==> src/hdl/scst_pkg.sv <==
// Shared types and constants for the success-count stopping expectation block
package scst_pkg;

    localparam int PROB_W     = 17;
    localparam int PROB_FRAC  = 16;
    localparam logic [PROB_W-1:0] PROB_ONE = 17'h1_0000;

    localparam int COL_W = 32;
    localparam logic [COL_W-1:0] COL_ONE = 32'h4000_0000;

    localparam int TERM_W  = 20;
    localparam int ACC_W   = 48;
    localparam int EXP_W   = 27;
    localparam int INDEX_W = 10;
    localparam int GOAL_W  = 7;

    localparam int DEF_MAX_FIRST  = 1024;
    localparam int DEF_MAX_SECOND = 1024;
    localparam int DEF_MAX_GOAL   = 64;

    typedef enum logic [1:0] {
        OP_LOAD_PROB   = 2'd0,
        OP_LOAD_SECOND = 2'd1,
        OP_COMPUTE     = 2'd2,
        OP_LOAD_ORDER  = 2'd3
    } t_opcode;

    typedef enum logic [1:0] {
        ST_OK        = 2'd0,
        ST_OVERFLOW  = 2'd1,
        ST_GOAL_ZERO = 2'd2
    } t_status;

    typedef struct packed {
        logic fire;
        logic clear;
    } t_step;

endpackage

==> src/hdl/scst_cell.sv <==
// One count-column cell: probability of exactly j successes, Q2.30
module scst_cell #(
    parameter bit INIT_ONE = 1'b0
) (
    input  logic                         i_clk,
    input  logic                         i_rst_n,
    input  scst_pkg::t_step              i_ctl,
    input  logic [scst_pkg::PROB_W-1:0]  i_p,
    input  logic [scst_pkg::COL_W-1:0]   i_prev,
    output logic [scst_pkg::COL_W-1:0]   o_c
);

    localparam logic [scst_pkg::COL_W-1:0] INIT_VAL =
        INIT_ONE ? scst_pkg::COL_ONE : '0;

    logic [scst_pkg::COL_W-1:0] r_c;
    logic [scst_pkg::COL_W-1:0] n_c;
    logic signed [32:0] w_diff;
    logic signed [50:0] w_prod;
    logic signed [51:0] w_sum;

    // p*prev + (1-p)*c == c*2^16 + p*(prev-c)
    always_comb begin
        w_diff = $signed({1'b0, i_prev}) - $signed({1'b0, r_c});
        w_prod = $signed({1'b0, i_p}) * w_diff;
        w_sum  = $signed({4'b0, r_c, 16'b0}) + $signed({w_prod[50], w_prod})
                 + 52'sd32768;
        n_c    = w_sum[47:16];
    end

    always_ff @(posedge i_clk) begin
        if (!i_rst_n || i_ctl.clear) begin
            r_c <= INIT_VAL;
        end else if (i_ctl.fire) begin
            r_c <= n_c;
        end
    end

    assign o_c = r_c;

endmodule

==> config.mk <==
export PLATFORM = sky130hd
export DESIGN_NAME = scst_cell
export DESIGN_NICKNAME = d
export VERILOG_FILES = /design/src/hdl/scst_pkg.sv /design/src/hdl/scst_cell.sv
export SDC_FILE = /design/constraint.sdc
export NUM_CORES = 2
export LEC_CHECK = 0
export BUFFER_PORTS_ARGS = -buffer_cell sky130_fd_sc_hd__buf_2
export CAP_MARGIN = 20
export CORE_MARGIN = 2
export CORE_UTILIZATION = 55
export CTS_CLUSTER_SIZE = 16
export DETAILED_ROUTE_END_ITERATION = 10
export PLACE_DENSITY = 0.73
export SLEW_MARGIN = 5
export SYNTH_ARGS = -nofsm -noshare
export SYNTH_HDL_FRONTEND = slang
export SYNTH_SLANG_ARGS = --single-unit
==> constraint.sdc <==
create_clock -name i_clk -period 16.04 [get_ports i_clk]
set_input_delay 0.802 -clock i_clk [delete_from_list [all_inputs] [get_ports i_clk]]
set_output_delay 0.802 -clock i_clk [all_outputs]
set_load 0.01 [all_outputs]
==> run_summary.xml <==
<?xml version="1.0" encoding="UTF-8"?>
<metrics>
  <group name="finish">
    <metric name="largest_reg_flops" unit="">32</metric>
    <metric name="final_layout_size_suffix_gt1_frac" unit="">0.0538</metric>
    <metric name="nNetsFinal" unit="">3314</metric>
    <metric name="area.growth.synth_to_final" unit="%">5.11</metric>
    <metric name="num_antenna_cells" unit="">0</metric>
    <metric name="fillCellCount" unit="">3458</metric>
  </group>
  <group name="sta">
    <metric name="final_max_slew_viol_count" unit="">0</metric>
    <metric name="setup_total_negative_slack" unit="ns">0</metric>
    <metric name="max_slew_margin" unit="">0.188</metric>
    <metric name="max_clock_freq" unit="MHz">97.5</metric>
    <metric name="fin_crit" unit="ns">10.26</metric>
    <metric name="worst_clock_skew" unit="ns">0.0140</metric>
    <metric name="grt_setup_unrepaired" unit="">no</metric>
    <metric name="setup-violations-final" unit="">0</metric>
    <metric name="finalHoldViolations" unit="">0</metric>
    <metric name="fin_crit_sh" unit="">0.640</metric>
    <metric name="transition_time_at_the_pin_with_the_least_slew_margin" unit="ns">1.21</metric>
  </group>
  <group name="setup_path">
    <metric name="worst_ep_arrival_time" unit="ns">10.46</metric>
    <metric name="timing_worst_setup_path_type" unit="">in -&gt; reg</metric>
    <metric name="ff_to_ff_setup_slack" unit="ns">5.93</metric>
    <metric name="critical_path.endpoint_type" unit="">flip-flop</metric>
    <metric name="worstRegToRegCells" unit="">32</metric>
    <metric name="critPathLaunch" unit="">i_prev[0]</metric>
    <metric name="critical-path-top-delay-family" unit="">adder cells</metric>
    <metric name="rr_endpoint" unit="">o_c[30]</metric>
    <metric name="regToRegStartpoint" unit="">o_c[1]</metric>
    <metric name="critical_path.slowest_cell" unit="">nand3b_1</metric>
    <metric name="crit_buf_inv" unit="">8</metric>
    <metric name="crit_required" unit="ns">16.24</metric>
    <metric name="setup.worst_path.start_class" unit="">input port</metric>
    <metric name="critPathMaxFanout" unit="">17</metric>
    <metric name="critical-path-max-stage-delay" unit="ns">0.74</metric>
    <metric name="critical-path-top-cell-by-count" unit="">fa_1</metric>
  </group>
  <group name="yosys">
    <metric name="synth.lib_cells_used.distinct" unit="">67</metric>
    <metric name="syn_area_per_cell" unit="um2">8.78</metric>
    <metric name="syn-num-nets" unit="">3295</metric>
    <metric name="async_flop_share" unit="">0</metric>
    <metric name="postSynthRegisterBits" unit="">32</metric>
    <metric name="synth_seq_area_share" unit="">0.0287</metric>
    <metric name="ys_warn_count" unit="">0</metric>
    <metric name="mappedNetlistArea" unit="um2">22300</metric>
    <metric name="post_synth_inst_count" unit="">2543</metric>
    <metric name="synth_edf_count" unit="">0</metric>
    <metric name="synth_flop_cell" unit="">dfxtp_1</metric>
  </group>
  <group name="floorplanning">
    <metric name="full_die_area" unit="um2">42200</metric>
    <metric name="die_height" unit="um">205</metric>
    <metric name="floorplan.initialDensity" unit="">0.559</metric>
    <metric name="io_pins" unit="">85</metric>
    <metric name="floorplan.die.width" unit="um">205</metric>
    <metric name="coreArea" unit="um2">39900</metric>
    <metric name="fp-row-count" unit="">73</metric>
  </group>
  <group name="drt">
    <metric name="dr.pass1.iters" unit="">6</metric>
    <metric name="remaining_routing_drc_violations" unit="">0</metric>
    <metric name="drt-initial-drc-count" unit="">1048</metric>
    <metric name="detailroute.via_count" unit="">17210</metric>
    <metric name="route.detailed.wl_per_inst" unit="um">19.4</metric>
    <metric name="drt-vias-per-instance" unit="">5.57</metric>
    <metric name="finalWirelength" unit="um">60000</metric>
    <metric name="number_of_routed_nets_with_antenna_violations" unit="">0</metric>
  </group>
  <group name="clock_network">
    <metric name="cts_setup_buffers" unit="">0</metric>
    <metric name="cts_htree_levels" unit="">2</metric>
    <metric name="cts_sinks" unit="">32</metric>
    <metric name="clock_insertion_delay_worst_skew" unit="ns">0.32</metric>
    <metric name="cts_max_path_buffers" unit="">2</metric>
    <metric name="cts_inserted_buffers" unit="">5</metric>
    <metric name="tritoncts" unit="">built</metric>
    <metric name="post_cts.resized_instances" unit="">0</metric>
    <metric name="clk_transition_reported_paths" unit="ns">0.07</metric>
    <metric name="cts_root_buffer" unit="">clkbuf_16</metric>
    <metric name="cts.hold.buffers_added" unit="">0</metric>
  </group>
  <group name="min_path">
    <metric name="hold_path_depth" unit="">2</metric>
    <metric name="hold_start" unit="">o_c[5]</metric>
    <metric name="worst_hold_path.endpoint" unit="">o_c[5]</metric>
    <metric name="min-delay-path-class" unit="">reg -&gt; reg</metric>
  </group>
  <group name="global_route">
    <metric name="grt_start_max_net_pins" unit="">35</metric>
    <metric name="antenna_violations_before_repair" unit="">0</metric>
    <metric name="global_route.usage.total" unit="">0.302</metric>
    <metric name="grt_first_pass_wirelength" unit="um">97700</metric>
    <metric name="grt_pass1_vias" unit="">18753</metric>
    <metric name="overflow" unit="">0</metric>
  </group>
  <group name="placement">
    <metric name="dp_hpwl" unit="um">48800</metric>
    <metric name="place_congestion" unit="">0.936</metric>
    <metric name="numPortBuffers" unit="">84</metric>
  </group>
  <group name="status">
    <metric name="status" unit="">completed</metric>
  </group>
  <group name="job">
    <metric name="max_cap_viol_count" unit="">0</metric>
  </group>
</metrics>
==> through the flow <==
stage,area (um2),hold slack (ns),cells,utilization,setup WS [ns]
after floorplan,22300,0.494,2543,-,7.37
after global placement,23300,0.493,3080,0.584,5.73
after detailed placement,23300,0.495,3080,0.584,5.59
after CTS,23500,0.505,3088,0.588,5.89
after global routing,23500,0.514,3088,0.588,5.37
final,23500,0.500,3088,0.588,5.78
==> area by class of cell <==
type                            instances  area (um2)  share of cell area
Sequential cell                        32         641              0.0273
Multi-Input combinational cell       1754       18900               0.805
Clock inverter                          3        42.5             0.00181
Timing Repair Buffer                  114         646              0.0275
Clock buffer                            5         125             0.00533
Tap cell                              525         657              0.0280
Inverter                              655        2460               0.105
==> routing by layer <==
metal | routed length, um | global-route usage | vias to the layer above
met4 | 2280 | 0.114 | 0
met2 | 29700 | 0.518 | 710
li1 | - | - | 7536
met5 | 0 | 0 | -
met3 | 4910 | 0.0532 | 152
met1 | 23100 | 0.382 | 8812
==> worst max path at each step <==
stage / endpoint / slack [ns] / cells past startpoint
floorplan: o_c[30] / 7.37 / 34
global placement: o_c[30] / 5.73 / 35
detailed placement: o_c[30] / 5.59 / 35
CTS: o_c[30] / 5.89 / 35
global route: o_c[30] / 5.37 / 35
finish: o_c[30] / 5.78 / 35
==> placed cells by master, fill, tap and decap left out, types with 8 or more instances in the layout <==
| cell type | netlist | final |
|---|---|---|
| nor2_1 | 60 | 59 |
| o211ai_1 | 8 | 8 |
| nor2b_1 | 28 | 28 |
| a21o_1 | 23 | 23 |
| mux2i_1 | 11 | 11 |
| dfxtp_1 | 32 | 32 |
| o21a_1 | 17 | 17 |
| buf_2 | 1 | 84 |
| a31oi_1 | 8 | 8 |
| and3_1 | 25 | 25 |
| xor2_1 | 13 | 13 |
| a21oi_1 | 58 | 58 |
| a211oi_1 | 12 | 12 |
| nand2_1 | 280 | 280 |
| xnor2_1 | 42 | 35 |
| nor3_1 | 13 | 13 |
| inv_1 | 655 | 655 |
| buf_4 | 0 | 30 |
| nand2b_1 | 18 | 18 |
| nand3_1 | 38 | 38 |
| ha_1 | 152 | 152 |
| fa_1 | 547 | 547 |
| o21ai_0 | 45 | 45 |
| and2_1 | 266 | 266 |
==> tightest hold or removal path, delay by kind of cell (launching register included) <==
kind | cells | cell delay [ns]
AND/OR/NAND/NOR | 1 | 0.06
AO/OA/AOI/OAI | 1 | 0.06
flip-flops | 1 | 0.34
==> cell usage after synthesis (4+ instances only) <==
cell type    n  share of area
inv_1      655           0.11
nand4_1      5         0.0014
o21ai_0     45          0.010
nor3_1      13         0.0029
a21boi_0     4         0.0013
mux2i_1     11         0.0049
o21bai_1     6         0.0020
clkbuf_1   100          0.017
o21a_1      17         0.0057
o211ai_1     8         0.0027
xnor2_1     42          0.016
or3_1        6         0.0017
nand2_1    280          0.047
nand3_1     38         0.0085
o31a_1       4         0.0016
a21o_1      23         0.0077
and2_1     266          0.075
a21oi_1     58          0.013
ha_1       152          0.085
a211oi_1    12         0.0040
fa_1       547           0.49
dfxtp_1     32          0.029
nor2b_1     28         0.0078
a31oi_1      8         0.0022
and3_1      25         0.0070
xor2_1      13         0.0051
nor2_1      60          0.010
nand2b_1    18         0.0050
==> kinds of logic (layout without fill, tap and decap cells) <==
| group | count (synthesis) | in the layout | synth area share |
|---|---|---|---|
| AOI/OAI and AO/OA | 224 | 224 | 0.0657 |
| xor gates and xnor gates | 56 | 56 | 0.0226 |
| adders and majority gates | 699 | 699 | 0.576 |
| buffers and inverters | 757 | 777 | 0.127 |
| DFF | 32 | 32 | 0.0287 |
| muxes | 11 | 11 | 0.00493 |
| and+or+nand+nor | 764 | 764 | 0.175 |
Power is left out: the tool's default activity adds up to more than one toggle a clock period on the data nets, which glitch-free logic cannot reach.
