===== src/hdl/scst_pkg.sv =====
// Shared types and constants for the success-count stopping expectation block
package scst_pkg;

    localparam int PROB_W     = 17;
    localparam int PROB_FRAC  = 16;
    localparam logic [PROB_W-1:0] PROB_ONE = 17'h1_0000;

    localparam int COL_W = 32;
    localparam logic [COL_W-1:0] COL_ONE = 32'h4000_0000;

    localparam int TERM_W  = 20;
    localparam int ACC_W   = 48;
    localparam int EXP_W   = 27;
    localparam int INDEX_W = 10;
    localparam int GOAL_W  = 7;

    localparam int DEF_MAX_FIRST  = 1024;
    localparam int DEF_MAX_SECOND = 1024;
    localparam int DEF_MAX_GOAL   = 64;

    typedef enum logic [1:0] {
        OP_LOAD_PROB   = 2'd0,
        OP_LOAD_SECOND = 2'd1,
        OP_COMPUTE     = 2'd2,
        OP_LOAD_ORDER  = 2'd3
    } t_opcode;

    typedef enum logic [1:0] {
        ST_OK        = 2'd0,
        ST_OVERFLOW  = 2'd1,
        ST_GOAL_ZERO = 2'd2
    } t_status;

    typedef struct packed {
        logic fire;
        logic clear;
    } t_step;

endpackage


===== src/hdl/scst_term.sv =====
// Term pipeline: p*c[goal-1] rounded, times trial index, saturating sum
module scst_term #(
    parameter int TW = 12
) (
    input  logic                         i_clk,
    input  logic                         i_rst_n,
    input  scst_pkg::t_step              i_ctl,
    input  logic [scst_pkg::PROB_W-1:0]  i_p,
    input  logic [scst_pkg::COL_W-1:0]   i_c,
    input  logic [TW-1:0]                i_trial,
    output logic                         o_busy,
    output logic [scst_pkg::ACC_W-1:0]   o_acc
);

    localparam int ADD_W = scst_pkg::TERM_W + TW;

    logic                          r_v1, r_v2, r_v3;
    logic [scst_pkg::PROB_W-1:0]   r_p;
    logic [scst_pkg::COL_W-1:0]    r_c;
    logic [TW-1:0]                 r_tr1, r_tr2;
    logic [scst_pkg::TERM_W-1:0]   r_t;
    logic [ADD_W-1:0]              r_add;
    logic [scst_pkg::ACC_W-1:0]    r_acc;
    logic [49:0]                   w_pc;
    logic [scst_pkg::ACC_W:0]      w_sum;

    always_comb begin
        w_pc  = 50'(r_p * r_c) + 50'(64'd1 << 29);
        w_sum = (scst_pkg::ACC_W+1)'(r_acc) + (scst_pkg::ACC_W+1)'(r_add);
    end

    always_ff @(posedge i_clk) begin
        r_p   <= i_p;
        r_c   <= i_c;
        r_tr1 <= i_trial;
        r_t   <= w_pc[49:30];
        r_tr2 <= r_tr1;
        r_add <= r_t * r_tr2;
        if (!i_rst_n) begin
            r_v1  <= 1'b0;
            r_v2  <= 1'b0;
            r_v3  <= 1'b0;
            r_acc <= '0;
        end else begin
            r_v1 <= i_ctl.fire;
            r_v2 <= r_v1;
            r_v3 <= r_v2;
            if (i_ctl.clear) begin
                r_acc <= '0;
            end else if (r_v3) begin
                r_acc <= w_sum[scst_pkg::ACC_W] ? '1 : w_sum[scst_pkg::ACC_W-1:0];
            end
        end
    end

    assign o_busy = r_v1 | r_v2 | r_v3;
    assign o_acc  = r_acc;

endmodule


===== config.mk =====
export PLATFORM = sky130hd
export DESIGN_NAME = scst_term
export DESIGN_NICKNAME = d
export VERILOG_FILES = /design/src/hdl/scst_pkg.sv /design/src/hdl/scst_term.sv
export SDC_FILE = /design/constraint.sdc
export NUM_CORES = 2
export LEC_CHECK = 0
export ABC_AREA = 1
export BUFFER_PORTS_ARGS = -buffer_cell sky130_fd_sc_hd__buf_2
export CORE_ASPECT_RATIO = 0.5
export CORE_UTILIZATION = 65
export CTS_BUF_LIST = sky130_fd_sc_hd__clkbuf_4 sky130_fd_sc_hd__clkbuf_8 sky130_fd_sc_hd__clkbuf_16
export CTS_CLUSTER_DIAMETER = 80
export CTS_CLUSTER_SIZE = 25
export DETAILED_ROUTE_END_ITERATION = 16
export GPL_TIMING_DRIVEN = 0
export MAX_ROUTING_LAYER = met4
export PLACE_DENSITY = 0.83
export SLEW_MARGIN = 15
export SYNTH_ARGS = -nofsm -noshare
export SYNTH_HDL_FRONTEND = slang
export SYNTH_SLANG_ARGS = --single-unit

===== constraint.sdc =====
create_clock -name i_clk -period 10.4 [get_ports i_clk]
set_clock_uncertainty 0.05 [all_clocks]
set_input_delay 2.08 -clock i_clk [delete_from_list [all_inputs] [get_ports i_clk]]
set_output_delay 2.08 -clock i_clk [all_outputs]
set_load 0.03 [all_outputs]

==> impl_table.tex <==
\begin{tabular}{lr}
\hline
Metric & Value \\
\hline
\multicolumn{2}{l}{\textbf{Run status}} \\
\quad Run status & finished, final reports clean \\
\multicolumn{2}{l}{\textbf{Clock tree}} \\
\quad Cell at the root of the clock tree & sky130\_fd\_sc\_hd\_\_clkbuf\_16 \\
\quad Post-cts gate resize count & 0 \\
\quad Number of CTS-inserted buffers & 17 \\
\quad Hold buffers post-CTS & 0 \\
\quad H-Tree Depth & 4 \\
\quad Clock tree from TritonCTS & done \\
\quad Number of sinks on the clock net & 176 \\
\quad Setup fix buffers added after clock tree synthesis & 0 \\
\quad Clock slew at the register clock pins of the worst setup and hold paths & 0.09 ns \\
\quad Skew-Pair Late Insertion Delay & 0.49 ns \\
\quad Max Root-Sink Buffers & 2 \\
\multicolumn{2}{l}{\textbf{Synth}} \\
\quad Share of the synthesized area in compound gates (AO/OA/AOI/OAI) & 5.69\% \\
\quad Number of synthesis warnings & 0 \\
\quad Synth unique cells & 49 \\
\quad Synth area leader & sky130\_fd\_sc\_hd\_\_fa\_1 \\
\quad Post-synthesis register bit count & 176 \\
\quad Multiplexer area fraction after synthesis & 0\% \\
\quad Most frequently used flop master after synthesis & sky130\_fd\_sc\_hd\_\_dfxtp\_1 \\
\quad Post-synthesis async set-or-reset flop share & 0\% \\
\quad Post-synth net total & 5406 \\
\quad Dominant cells by area after synthesis & sky130\_fd\_sc\_hd\_\_fa\_1 38\%, sky130\_fd\_sc\_hd\_\_nand2\_1 14\%, sky130\_fd\_sc\_hd\_\_inv\_1 14\% \\
\quad Area fraction of the dominant cell type after synthesis & 37.5\% \\
\quad Main combinational cell family by area after synthesis & adder cells \\
\quad Adder-cell share of the synthesized area & 47.0\% \\
\quad Area of the mapped netlist & 33600 um\^{}2 \\
\quad Parity-gate share of the synthesized area counting xor and xnor cells & 1.72\% \\
\quad Mapped Cells & 4457 \\
\quad Simple-Gate Fraction of Synth Area & 19.3\% \\
\quad Portion of the post-synthesis area used by sequential elements & 10.5\% \\
\quad Post-Syn Area per Cell & 7.54 um\^{}2 \\
\quad Post-synth EDFFs & 0 \\
\multicolumn{2}{l}{\textbf{Setup path}} \\
\quad CP Data Required Time & 10.72 ns \\
\quad Worst Path Class, Setup & reg -> reg \\
\quad Crit Path Max Fanout & 10 \\
\quad Endpoint class of the critical path & register \\
\quad Critical path origin & r\_c[11] \\
\quad Kind of launch point of the worst setup path & register \\
\quad Worst path arrival time & 7.41 ns \\
\quad Worst flop-to-flop path startpoint & r\_c[11] \\
\multicolumn{2}{l}{\textbf{Cells and area}} \\
\quad Area growth from synthesis to final layout & 6.16\% \\
\quad Final nets & 5538 \\
\quad Filler Cells Inserted & 4261 \\
\quad Area of all sequential standard cells & 3520 um\^{}2 \\
\quad Combined area of the multi-input logic cells & 24800 um\^{}2 \\
\quad Layout cell share with drive strength beyond 1 & 4.61\% \\
\multicolumn{2}{l}{\textbf{Timing}} \\
\quad Number of failing hold endpoints at the final stage & 0 \\
\quad Maximum frequency from static timing analysis & 141 MHz \\
\quad Transition time at the pin with the least slew margin & 1.27 ns \\
\quad Post-route clock period utilization & 68.1\% \\
\quad Setup total negative slack & 0 ns \\
\quad Fin. max-slew vios & 0 \\
\quad Final Critical Period & 7.09 ns \\
\quad RSZ-0062 raised after global routing & false \\
\quad Final number of setup-violating endpoints & 0 \\
\quad Rel. slew slack & 15.6\% \\
\multicolumn{2}{l}{\textbf{Die}} \\
\quad Standard-cell rows & 58 \\
\quad Die height & 163 um \\
\quad Die boundary width & 324 um \\
\quad Top-Level Pins & 114 \\
\quad Area inside the core boundary & 50700 um\^{}2 \\
\quad Initial core utilization & 66.3\% \\
\quad Die Area & 52700 um\^{}2 \\
\multicolumn{2}{l}{\textbf{Global routing}} \\
\quad Initial antenna violation count & 1 \\
\quad Pin count of the biggest net entering global routing & 22 \\
\quad GRT Overall Usage & 41.8\% \\
\quad Grt total ovfl & 0 \\
\quad Number of global-route vias before repair & 29000 \\
\quad Global-route wire length before repair & 159 mm \\
\multicolumn{2}{l}{\textbf{Detailed routing}} \\
\quad Number of DRC violations after detailed routing & 0 \\
\quad DR pass1 iterations & 6 \\
\quad Average wire per standard cell & 19.4 um \\
\quad Count of antenna-violating nets left after detailed routing & 0 \\
\quad Starting DRC count in detailed routing & 3014 \\
\quad Total vias in the final route & 29000 \\
\quad Total Wirelength & 103 mm \\
\quad Mean number of vias per cell & 5.47 \\
\multicolumn{2}{l}{\textbf{Placement}} \\
\quad Count of input and output buffers & 113 \\
\quad HPWL after detailed placement & 84.5 mm \\
\quad Weighted congestion at the end of routability-driven global placement & 1.03 \\
\multicolumn{2}{l}{\textbf{Hold path}} \\
\quad Beginning of the worst hold path & r\_tr1[3] \\
\quad Class of the tightest hold or removal check & reg -> reg \\
\multicolumn{2}{l}{\textbf{Run}} \\
\quad Total of max-cap violations & 0 \\
\hline
\end{tabular}
==> cell usage after synthesis, types with 4 or more instances <==
cell,n
sky130_fd_sc_hd__nand4_1,23
sky130_fd_sc_hd__o21bai_1,14
sky130_fd_sc_hd__fa_1,630
sky130_fd_sc_hd__o21a_1,6
sky130_fd_sc_hd__dfxtp_1,176
sky130_fd_sc_hd__a21boi_0,6
sky130_fd_sc_hd__o21ai_1,4
sky130_fd_sc_hd__a21oi_1,132
sky130_fd_sc_hd__inv_2,5
sky130_fd_sc_hd__nor2_1,220
sky130_fd_sc_hd__nor4_1,6
sky130_fd_sc_hd__a31oi_1,11
sky130_fd_sc_hd__nor3_1,30
sky130_fd_sc_hd__xor2_1,33
sky130_fd_sc_hd__ha_1,254
sky130_fd_sc_hd__nor2_4,4
sky130_fd_sc_hd__nand2_1,1222
sky130_fd_sc_hd__xnor2_1,33
sky130_fd_sc_hd__a21oi_4,20
sky130_fd_sc_hd__nand2_4,5
sky130_fd_sc_hd__nand3_1,91
sky130_fd_sc_hd__o21ai_0,86
sky130_fd_sc_hd__a21o_1,11
sky130_fd_sc_hd__clkbuf_1,168
sky130_fd_sc_hd__inv_1,1221
sky130_fd_sc_hd__a21oi_2,4
sky130_fd_sc_hd__nand2_2,11
==> registers in the layout (all words and copies together) (netlist names) <==
register	cells
o_acc	48
r_add	32
r_c	32
r_p	17
r_t	20
r_tr1	12
r_tr2	12
r_v1	1
r_v2	1
r_v3	1
==> cells by family after synthesis <==
group / Yosys count
buf+inv: 1402
fa+ha+maj: 884
compound gates: 305
simple gates: 1624
xor+xnor: 66
flops: 176
==> area by class of cell <==
type / count / area share (%)
antenna: 4 / 0.0281
buffer: 173 / 1.94
clock buffer: 17 / 1.19
clock inverter: 15 / 0.579
inverter: 1229 / 13.0
multi-input combinational: 2879 / 69.4
sequential: 176 / 9.88
tap: 690 / 2.42
timing repair buffer: 113 / 1.59
==> cell usage in the layout (no fill, tap or decap), types with 6 or more instances in the layout <==
cell,count
sky130_fd_sc_hd__nand3_1,91
sky130_fd_sc_hd__nor3_1,30
sky130_fd_sc_hd__a31oi_1,11
sky130_fd_sc_hd__clkbuf_16,17
sky130_fd_sc_hd__nand2_1,1222
sky130_fd_sc_hd__ha_1,254
sky130_fd_sc_hd__xnor2_1,33
sky130_fd_sc_hd__inv_1,1221
sky130_fd_sc_hd__fa_1,630
sky130_fd_sc_hd__o21ai_0,86
sky130_fd_sc_hd__clkinv_8,7
sky130_fd_sc_hd__nand2_2,11
sky130_fd_sc_hd__xor2_1,33
sky130_fd_sc_hd__o21a_1,6
sky130_fd_sc_hd__nor4_1,6
sky130_fd_sc_hd__a21o_1,11
sky130_fd_sc_hd__a21boi_0,6
sky130_fd_sc_hd__a21oi_4,20
sky130_fd_sc_hd__dfxtp_1,176
sky130_fd_sc_hd__inv_6,6
sky130_fd_sc_hd__buf_2,115
sky130_fd_sc_hd__clkbuf_1,168
sky130_fd_sc_hd__o21bai_1,14
sky130_fd_sc_hd__a21oi_1,132
sky130_fd_sc_hd__nor2_1,220
sky130_fd_sc_hd__nand4_1,23
==> critical path, cell delays in order, from the launching register on <==
cell	delay, ns
sky130_fd_sc_hd__dfxtp_1	0.33
sky130_fd_sc_hd__clkbuf_1	0.73
sky130_fd_sc_hd__clkbuf_1	0.69
sky130_fd_sc_hd__nand2_1	0.17
sky130_fd_sc_hd__fa_1	0.54
sky130_fd_sc_hd__inv_1	0.06
sky130_fd_sc_hd__fa_1	0.49
sky130_fd_sc_hd__fa_1	0.59
sky130_fd_sc_hd__fa_1	0.43
sky130_fd_sc_hd__fa_1	0.49
sky130_fd_sc_hd__inv_1	0.05
sky130_fd_sc_hd__fa_1	0.65
sky130_fd_sc_hd__inv_1	0.09
sky130_fd_sc_hd__ha_1	0.33
sky130_fd_sc_hd__nand2_1	0.07
sky130_fd_sc_hd__nand2_1	0.06
sky130_fd_sc_hd__nand3_1	0.07
sky130_fd_sc_hd__nand3_1	0.11
sky130_fd_sc_hd__a21oi_1	0.33
sky130_fd_sc_hd__o21ai_0	0.17
sky130_fd_sc_hd__a21oi_1	0.20
sky130_fd_sc_hd__o21ai_0	0.12
sky130_fd_sc_hd__nand2_1	0.07
sky130_fd_sc_hd__nand2_1	0.07
==> per-stage QoR <==
stage	std cells	worst slack (ns)	instance area, um^2	hold slack [ns]	util, %
after floorplan	4457	4.90	33600	0.260	-
after global placement	5260	3.65	35000	0.260	69.1
after detailed placement	5260	3.56	35000	0.262	69.1
after CTS	5292	3.56	35700	0.284	70.4
after global routing	5295	3.11	35700	0.285	70.4
final	5296	3.31	35700	0.283	70.4
==> final timing paths <==
path              end  slack [ns]  depth (start not counted)
max           r_t[14]        3.31                         23
min reg2reg  r_tr2[3]        0.28                          0
max reg2reg   r_t[14]        3.31                         23
min          r_tr2[3]        0.28                          0
==> routing by layer <==
layer  up-vias  GRT usage (%)  wire length (um)
met5         -              -                 0
met4         0           15.3              4200
met3       269           11.3             12400
met2      1534           62.8             44900
met1     14000           54.6             41200
li1      13100              -                 -
Power is left out: the tool's default activity adds up to more than one toggle a clock period on the data nets, which glitch-free logic cannot reach.
